[src/sv/cht_pkg.sv]
package cht_pkg;

  localparam int BUCKETS    = 64;
  localparam int NODES      = 64;
  localparam int KEY_BITS   = 32;
  localparam int VALUE_BITS = 32;

  // Port widths are fixed by the interface.
  localparam int CMD_W      = 2;
  localparam int STATUS_W   = 2;
  localparam int KEY_PORT_W = 32;
  localparam int VAL_PORT_W = 32;

  localparam int KEY_W = (KEY_BITS < KEY_PORT_W) ? KEY_BITS : KEY_PORT_W;
  localparam int VAL_W = (VALUE_BITS < VAL_PORT_W) ? VALUE_BITS : VAL_PORT_W;
  localparam int IDX_W = (NODES > 1) ? $clog2(NODES) : 1;
  localparam int BKT_W = (BUCKETS > 1) ? $clog2(BUCKETS) : 1;
  localparam int CNT_W = (KEY_W > 1) ? $clog2(KEY_W) : 1;

  // A power-of-two bucket count takes the bucket straight from the low key bits.
  localparam bit BKT_FAST = (BUCKETS > 1) && ((BUCKETS & (BUCKETS - 1)) == 0);

  localparam logic [CMD_W-1:0] CMD_PUT    = 2'd0;
  localparam logic [CMD_W-1:0] CMD_GET    = 2'd1;
  localparam logic [CMD_W-1:0] CMD_REMOVE = 2'd2;

  localparam logic [STATUS_W-1:0] STAT_OK   = 2'd0;
  localparam logic [STATUS_W-1:0] STAT_MISS = 2'd1;
  localparam logic [STATUS_W-1:0] STAT_FULL = 2'd2;

  typedef struct packed {
    logic             valid;
    logic [IDX_W-1:0] idx;
  } ptr_t;

  typedef enum logic [2:0] {
    S_IDLE,
    S_HASH,
    S_HEAD,
    S_PUT,
    S_FIRST,
    S_WALK,
    S_FREE,
    S_RESULT
  } state_t;

  typedef struct packed {
    logic [BKT_W-1:0] bkt_rd_addr;
    logic             bkt_we;
    logic [BKT_W-1:0] bkt_wr_addr;
    ptr_t             bkt_wr_data;
    logic [IDX_W-1:0] node_rd_addr;
    logic             node_we;
    logic [IDX_W-1:0] node_wr_addr;
    logic [KEY_W-1:0] node_key;
    logic [VAL_W-1:0] node_val;
    logic             link_we;
    logic [IDX_W-1:0] link_wr_addr;
    ptr_t             link_wr_data;
  } mem_req_t;

endpackage

[src/sv/cht_seq.sv]
module cht_seq (
  input  logic                         clk,
  input  logic                         rst,
  input  logic [cht_pkg::CMD_W-1:0]      cmd,
  input  logic [cht_pkg::KEY_PORT_W-1:0] key,
  input  logic [cht_pkg::VAL_PORT_W-1:0] value,
  input  logic                         in_valid,
  output logic                         in_ready,
  output logic [cht_pkg::STATUS_W-1:0]   status,
  output logic                         found,
  output logic [cht_pkg::VAL_PORT_W-1:0] value_out,
  output logic                         out_valid,
  input  logic                         out_ready,
  output cht_pkg::mem_req_t            req,
  input  cht_pkg::ptr_t                bkt_rd,
  input  logic [cht_pkg::KEY_W-1:0]      key_rd,
  input  logic [cht_pkg::VAL_W-1:0]      val_rd,
  input  cht_pkg::ptr_t                link_rd
);
  import cht_pkg::*;

  state_t state, state_next;

  logic [CMD_W-1:0]    cmd_q;
  logic [KEY_W-1:0]    key_q;
  logic [VAL_W-1:0]    val_q;
  logic [BKT_W-1:0]    bkt;
  logic [CNT_W-1:0]    cnt;
  ptr_t                cur;
  ptr_t                prev;
  ptr_t                free_head;
  logic [STATUS_W-1:0] res_status;
  logic                res_found;
  logic [VAL_W-1:0]    res_value;
  logic [VAL_W-1:0]    out_value;

  logic [KEY_W+BKT_W-1:0] key_ext;
  logic [BKT_W:0]         rem_shift;
  logic [BKT_W-1:0]       rem_next;
  logic                   hit;
  logic                   out_load;

  assign key_ext   = (KEY_W + BKT_W)'(key[KEY_W-1:0]);
  assign hit       = (key_rd == key_q);
  assign out_load  = (state == S_RESULT) && (!out_valid || out_ready);

  // One key bit per cycle, most significant first, through a restoring reduction.
  assign rem_shift = {bkt, key_q[cnt]};
  assign rem_next  = (rem_shift >= (BKT_W + 1)'(BUCKETS)) ?
                     BKT_W'(rem_shift - (BKT_W + 1)'(BUCKETS)) : BKT_W'(rem_shift);

  always_comb begin
    state_next = state;
    case (state)
      S_IDLE: begin
        if (in_valid) begin
          state_next = BKT_FAST ? S_HEAD : S_HASH;
        end
      end
      S_HASH: begin
        if (cnt == '0) begin
          state_next = S_HEAD;
        end
      end
      S_HEAD: begin
        case (cmd_q)
          CMD_PUT:    state_next = free_head.valid ? S_PUT : S_RESULT;
          CMD_GET:    state_next = S_FIRST;
          CMD_REMOVE: state_next = S_FIRST;
          default:    state_next = S_RESULT;
        endcase
      end
      S_PUT:   state_next = S_RESULT;
      S_FIRST: state_next = bkt_rd.valid ? S_WALK : S_RESULT;
      S_WALK: begin
        if (hit) begin
          state_next = (cmd_q == CMD_REMOVE) ? S_FREE : S_RESULT;
        end else if (!link_rd.valid) begin
          state_next = S_RESULT;
        end
      end
      S_FREE: state_next = S_RESULT;
      S_RESULT: begin
        if (out_load) begin
          state_next = S_IDLE;
        end
      end
      default: state_next = S_IDLE;
    endcase
  end

  always_comb begin
    in_ready         = (state == S_IDLE);
    req              = '0;
    req.bkt_rd_addr  = bkt;
    req.node_rd_addr = link_rd.idx;
    req.node_wr_addr = free_head.idx;
    req.node_key     = key_q;
    req.node_val     = val_q;
    req.bkt_wr_addr  = bkt;
    case (state)
      S_HEAD:  req.node_rd_addr = free_head.idx;
      S_FIRST: req.node_rd_addr = bkt_rd.idx;
      S_PUT: begin
        req.node_we           = 1'b1;
        req.link_we           = 1'b1;
        req.link_wr_addr      = free_head.idx;
        req.link_wr_data      = bkt_rd;
        req.bkt_we            = 1'b1;
        req.bkt_wr_data.idx   = free_head.idx;
        req.bkt_wr_data.valid = 1'b1;
      end
      S_WALK: begin
        // Unlink the matched node from its predecessor or from the bucket head.
        if (hit && cmd_q == CMD_REMOVE) begin
          if (prev.valid) begin
            req.link_we      = 1'b1;
            req.link_wr_addr = prev.idx;
            req.link_wr_data = link_rd;
          end else begin
            req.bkt_we      = 1'b1;
            req.bkt_wr_data = link_rd;
          end
        end
      end
      S_FREE: begin
        req.link_we      = 1'b1;
        req.link_wr_addr = cur.idx;
        req.link_wr_data = free_head;
      end
      default: ;
    endcase
  end

  always_ff @(posedge clk) begin
    if (rst) begin
      state           <= S_IDLE;
      free_head.idx   <= '0;
      free_head.valid <= 1'b1;
      out_valid       <= 1'b0;
    end else begin
      state <= state_next;
      if (state == S_PUT) begin
        free_head <= link_rd;
      end else if (state == S_FREE) begin
        free_head.idx   <= cur.idx;
        free_head.valid <= 1'b1;
      end
      if (out_load) begin
        out_valid <= 1'b1;
      end else if (out_ready) begin
        out_valid <= 1'b0;
      end
    end
  end

  always_ff @(posedge clk) begin
    case (state)
      S_IDLE: begin
        if (in_valid) begin
          cmd_q <= cmd;
          key_q <= key[KEY_W-1:0];
          val_q <= value[VAL_W-1:0];
          bkt   <= BKT_FAST ? key_ext[BKT_W-1:0] : '0;
          cnt   <= CNT_W'(KEY_W - 1);
        end
      end
      S_HASH: begin
        bkt <= rem_next;
        cnt <= cnt - CNT_W'(1);
      end
      S_HEAD: begin
        res_found <= 1'b0;
        res_value <= '0;
        res_status <= (cmd_q == CMD_PUT) ? STAT_FULL : STAT_MISS;
      end
      S_PUT: res_status <= STAT_OK;
      S_FIRST: begin
        cur        <= bkt_rd;
        prev       <= '0;
        res_status <= STAT_MISS;
      end
      S_WALK: begin
        if (hit) begin
          res_status <= STAT_OK;
          res_found  <= 1'b1;
          res_value  <= val_rd;
        end else begin
          prev <= cur;
          cur  <= link_rd;
        end
      end
      S_RESULT: begin
        if (out_load) begin
          status    <= res_status;
          found     <= res_found;
          out_value <= res_value;
        end
      end
      default: ;
    endcase
  end

  assign value_out = VAL_PORT_W'(out_value);

endmodule

[config.mk]
export PLATFORM = sky130hd
export DESIGN_NAME = cht_seq
export DESIGN_NICKNAME = d
export VERILOG_FILES = /design/src/sv/cht_pkg.sv /design/src/sv/cht_seq.sv
export SDC_FILE = /design/constraint.sdc
export NUM_CORES = 1
export LEC_CHECK = 0
export ABC_AREA = 1
export BUFFER_PORTS_ARGS = -buffer_cell sky130_fd_sc_hd__buf_2
export CAP_MARGIN = 20
export CORE_ASPECT_RATIO = 0.9
export CORE_MARGIN = 1.5
export CORE_UTILIZATION = 44
export DETAILED_ROUTE_END_ITERATION = 8
export GPL_ROUTABILITY_DRIVEN = 0
export GPL_TIMING_DRIVEN = 0
export PLACE_DENSITY = 0.87
export SLEW_MARGIN = 20
export SYNTH_ARGS = -nofsm -noshare
export SYNTH_HDL_FRONTEND = slang
export SYNTH_SLANG_ARGS = --single-unit
[constraint.sdc]
create_clock -name clk -period 6.2 [get_ports clk]
set_input_delay 0.62 -clock clk [delete_from_list [all_inputs] [get_ports clk]]
set_output_delay 0.62 -clock clk [all_outputs]
set_load 0.01 [all_outputs]
# Word level (Yosys, flattened, before mapping)
# Index checks and enable logic that the tools add are counted.
# classes
addsub	2
order_cmp	2
eq_ne	16
n_mux	43
reduce_logical	22
# ops
operator	count
32-bit one-hot mux with 2 select lines	1
7-bit two-way mux	6
14-bit one-hot mux with 3 select lines	1
7-bit one-hot mux with 2 select lines	3
32-bit equality test	1
32-bit two-way mux	1
14-bit two-way mux	2
6-bit one-hot mux with 2 select lines	2
3-bit one-hot mux with 7 select lines	1
3-bit two-way mux	6
3-bit equality test (second input constant)	4
6-bit two-way mux	2
2-bit AND reduction	6
2-bit inequality test (second input constant)	5
5-bit one-hot mux with 2 select lines	1
2-bit nonzero test	5
1-bit two-way mux	8
2-bit one-hot mux with 4 select lines	1
7-bit >= comparator (second input constant)	1
3-bit by 2-bit equality test with 1-bit output (second input constant)	2
5-bit by 6-bit less-than comparator with 1-bit output (second input constant)	1
2-bit two-way mux	3
3-bit one-hot mux with 2 select lines	1
6-bit by 1-bit subtractor with 6-bit output (second input constant)	1
other kinds (17)	20
# word_totals
regBits	172
out_inout_bits	148

# Depth between registers and ports, before layout
# logic_depth
word_depth	5
mapped_depth	12
ltp_nobuf	12

# Least setup slack after synthesis
# No wires, ideal clock.
# synth_path
path_kind	input port to flip-flop
startpoint	in in_valid
endpoint	reg bkt[0], enable pin
setup_time_ns	0.349
t_arrival_ns	5.643
required_ns	5.851
path_slack_ns	0.208
path_stages	4
n_path_buf	0
cell_sequence	inv_1 > nor3_1 > nor2_1 > inv_1
# synth_between
elab_chain_cells	2
# synth_rtl
element	line	source
from (decl)	cht_seq.sv:7	input logic in_valid,
2-bit inequality test (no source line)	--	
2-bit AND reduction (no source line)	--	
to (signal assigned)	cht_seq.sv:164	bkt <= BKT_FAST ? key_ext[BKT_W-1:0] : '0;
to (signal assigned)	cht_seq.sv:169	bkt <= rem_next;
to (decl)	cht_seq.sv:27	logic [BKT_W-1:0] bkt;
# Every way passes these cells.
# A chain may end at the register's enable or synchronous reset.

==> results.md <==
Floorplan:
- The die is 140 µm wide.
- The region available for standard cell placement spans 0.0163 mm².
- The height of the chip is 126 µm.
- The floorplan die area is 0.0176 mm².
- The effective utilization at floorplan is 45.4%.
- The number of top-level pins is 296.
- The floorplan has 44 rows.

Global routing:
- For this run, global-route usage on met1 was measured as 27.8%.
- The via count of the first global-routing pass was 5729.
- In the global route stage, met3 resource usage came out at 6.01%.
- The number of antenna violations at the first check in global routing is 0.
- Global routing finished with a remaining overflow of 0.
- The maximum number of pins on one net before global-route repair is 27.
- The global-route wire length before repair is 29600 µm.
- Global routing consumed, on the met2 layer, 37.5% of the routing resources.
- The highest-utilization routing layer at the global route stage is met2.
- Across every metal layer, demand over resource in global routing totals 22.0%.

Synthesis:
- The count of distinct cell types in the synthesized netlist is 37.
- In the post-synthesis netlist, the cell with the most instances is sky130_fd_sc_hd__edfxtp_1.
- During synthesis, Yosys emitted a total of 0 warnings.
- The number of flops mapped to enable cells by yosys is 161.
- The per-instance average area after synthesis is 11.2 µm².
- Yosys attributes the largest share of cell area to sky130_fd_sc_hd__edfxtp_1 65%, sky130_fd_sc_hd__nand2_1 6.5%, sky130_fd_sc_hd__inv_1 4.7%.
- The cell area after technology mapping is 0.00740 mm².
- Of all cell types, the one taking the most synthesized area is sky130_fd_sc_hd__edfxtp_1.
- The share of the Yosys chip area taken by registers is 68.3%.
- In this run the biggest area consumer among cell types represents 65.3% of the synthesized area.
- Synthesis handed over a netlist of 658 instances.
- The number of nets in the synthesized netlist is 810.
- The register bit total from synthesis is 172.
- In the synthesized netlist the dominant register cell turns out to be sky130_fd_sc_hd__edfxtp_1.
- The commonest cells after synthesis are 161 x sky130_fd_sc_hd__edfxtp_1, 129 x sky130_fd_sc_hd__nand2_1, 92 x sky130_fd_sc_hd__inv_1.
- The fraction of registers with async set or reset after synthesis is 0%.

Critical path:
- STA classifies the critical path startpoint as a register.
- The biggest fanout along the worst timing path is 8.
- The number of buffers and inverters on the critical path is 3.
- The worst register-to-register path begins at key_q[4]$_DFFE_PP_.
- STA classifies the critical path endpoint as an output port.
- The critical path data required time is 5.58 ns.
- The worst path arrival time is 2.53 ns.
- For this run, the slowest stage of the critical path takes 0.48 ns.
- The library cell contributing the largest single delay on the critical path is sky130_fd_sc_hd__edfxtp_1.
- For the worst flop-to-flop path, the logic depth is 10.
- The endpoint of the worst-slack reg-to-reg timing path is res_value[26]$_SDFFCE_PN0P_.
- The setup slack of the worst register-to-register path is 3.89 ns.
- The cell type with the highest occurrence count on the critical path is sky130_fd_sc_hd__nand2_1.
- The kind of cell with the highest combined delay on the critical path is simple AND/OR/NAND/NOR gates.
- The critical path goes through inv_1 -> nand2_1 -> nand2_1 -> nand2_1 -> nor2_1 -> nand2_1 -> nor2_2 -> nand3_2 -> inv_1 -> nand2_2 -> o21bai_1 -> buf_2.
- The critical path is of the register to output port type.

Route:
- The number of vias in the routed layout is 5927.
- In the routed layout, each cell is associated on average with a via count of 4.94.
- In the routed design, unresolved DRC markers number 13.
- In the final routed layout, each cell accounts on average for 16.2 µm.
- The number of search-and-repair iterations in the first detailed-routing pass is 7.
- After detailed routing, the total wire length is 19500 µm.
- The initial detailed-routing violation count is 461.
- The antenna violation net count after detailed routing is 0.

Timing:
- Measured against its own limit, the worst slew margin works out to 47.3%.
- Of the available clock period, the critical path in the final layout requires 50.7%.
- For the pin with the worst max-slew slack, the measured transition is 0.790 ns.
- The fmax is 318 MHz.
- The final setup violation count is 0.
- Across all setup checks in the final design, the least slack found is 3.05 ns.
- Setup repair after global routing left no endpoint under its margin.
- For the finished layout, the period the worst path requires is 3.15 ns.
- The final-report max-slew violation count was 0.
- Across the routed clock network, the largest skew measured is 0.0148 ns.
- Setup total negative slack on the finished layout was measured at 0 ns.
- The hold violation count in the final report was 0.

Clock network:
- The H-tree was split into 4 levels.
- The TritonCTS clock tree is done.
- The tree built by TritonCTS fans out to 172 sinks.
- After clock tree synthesis, the clock-pin slew on the worst setup and hold paths is 0.07 ns.
- The total of cells resized after clock tree synthesis is 0.
- The buffer depth of the longest clock path is 2.
- The number of hold-repair buffers added at the cts stage is 0.
- The insertion delay to the later sink of the worst-skew pair is 0.42 ns.
- The root buffer cell is sky130_fd_sc_hd__clkbuf_16.
- The number of setup buffers added after CTS is 0.
- The clock buffer count from CTS is 17.

Status:
- The run finished, with violations left.
- The final reports fail on design-rule violations.

Place:
- Buffers placed on the I/O ports in this run total 295.
- Before CTS, the worst setup slack after placement is 3.29 ns.
- After legalization and detailed placement, the total HPWL measured 15100 µm.

Layout:
- Compared with the post-synthesis result, the final layout area differs by 32.8%.
- In the final layout, flip-flops and latches occupy 0.00505 mm².
- The area used by multi-input combinational logic is 0.00182 mm².
- The number of nets in the finished design is 1133.
- The number of filler instances in the final layout is 1353.
- The number of diodes is 0.
- The proportion of layout cells with a drive suffix above 1 is 39.1%.

Power:
- The completed layout was analyzed and its total power is 3.72 mW.
- The peak ir drop on the vdd network is 225 µV.
- The leakage power figure is 4.43 nW.
- The cell area power density is 379 mW/mm².

Run:
- The count of maximum capacitance violations is 0.

Hold path:
- The worst min-delay path endpoint is val_q[22]$_DFFE_PP_.
- The number of cells on the worst hold path is 1.
- In this run the most critical hold path is launched from value[22].
- The worst hold-check path type is input pin to register.
## placed cells by master (no fill, tap or decap), drive strengths merged, types with 7 or more instances in the layout
cell type / netlist / layout
nor2: 77 / 77
o21ai: 40 / 40
dfxtp: 11 / 11
edfxtp: 161 / 161
o22ai: 9 / 9
a21oi: 13 / 13
clkbuf: 6 / 24
nand4: 8 / 8
nand2: 132 / 132
buf: 22 / 326
nand3: 14 / 14
xnor2: 21 / 21
inv: 104 / 111
o21bai: 7 / 7
## worst reg2reg max path: stages (launching register included)
cell	delay, ns
sky130_fd_sc_hd__edfxtp_1	0.48
sky130_fd_sc_hd__inv_1	0.09
sky130_fd_sc_hd__nand2_1	0.05
sky130_fd_sc_hd__nand2_1	0.05
sky130_fd_sc_hd__nand2_1	0.05
sky130_fd_sc_hd__nor2_1	0.12
sky130_fd_sc_hd__nand2_1	0.09
sky130_fd_sc_hd__nor2_2	0.24
sky130_fd_sc_hd__nand2_1	0.24
sky130_fd_sc_hd__o21ai_4	0.37
sky130_fd_sc_hd__buf_16	0.23
## logic make-up (layout without fill, tap and decap cells)
| group | Yosys count | after routing | synth area share [%] |
|---|---|---|---|
| xor gates and xnor gates | 21 | 21 | 2.48 |
| DFF | 172 | 172 | 68.3 |
| and+or+nand+nor | 240 | 240 | 13.5 |
| buffers and inverters | 133 | 469 | 7.54 |
| adders and majority gates | 4 | 4 | 0.676 |
| AOI/OAI and AO/OA | 88 | 88 | 7.54 |
## through the flow
step	utilization (%)	area, µm²	hold slack (ns)	cells
2_1_floorplan	-	7400	0.400	658
3_5_place_dp	56.9	9270	0.405	1169
4_1_cts	60.3	9830	0.357	1201
6_report	60.3	9830	0.370	1201
5_1_grt	60.3	9830	0.344	1201
3_3_place_gp	56.1	9140	0.400	1160
## metal layers
metal	wire length (µm)	share of wire (%)
met1	7790	40
met2	9790	50
met3	1630	8.4
met4	248	1.3
met5	0	0
## sequential cells by signal, indices dropped and copies added, names as in the netlist
| register | cells |
|---|---|
| state | 3 |
| free_head | 1 |
| cnt | 5 |
| bkt | 6 |
| req | 6 |
| found | 1 |
| value_out | 32 |
| cur | 7 |
| out_valid | 1 |
| res_status | 2 |
| cmd_q | 2 |
| val_q | 32 |
| res_value | 32 |
| prev | 7 |
| res_found | 1 |
| status | 2 |
| key_q | 32 |
## worst max path at each step
stage,slack (ns),start,depth (start not counted),to
3_5_place_dp,3.29,key_rd[19],11,req[6]
4_1_cts,3.07,key_q[4]$_DFFE_PP_,12,req[6]
2_1_floorplan,0.21,in_valid,4,bkt[0]$_DFFE_PP_
5_1_grt,2.86,key_q[3]$_DFFE_PP_,12,req[13]
6_report,3.05,key_q[4]$_DFFE_PP_,12,req[6]
3_3_place_gp,-1.75,in_valid,5,cnt[0]$_SDFFCE_PN1P_
## cell type report
type / count / area share (%)
plain buffers: 28 / 1.67
clock buffers: 18 / 4.37
clock inverters: 14 / 1.31
inverters: 105 / 4.01
multi-input cells: 353 / 18.5
flip-flops and latches: 172 / 51.4
well taps: 207 / 2.63
repair buffers: 304 / 16.1
## power breakdown
part / internal [mW] / leakage, nW / switching (mW)
clock: 0.530 / 0.269 / 0.472
combinational: 0.364 / 2.57 / 0.614
sequential: 1.61 / 1.58 / 0.133
total: 2.50 / 4.43 / 1.22
(Power assumes the default switching activity.)
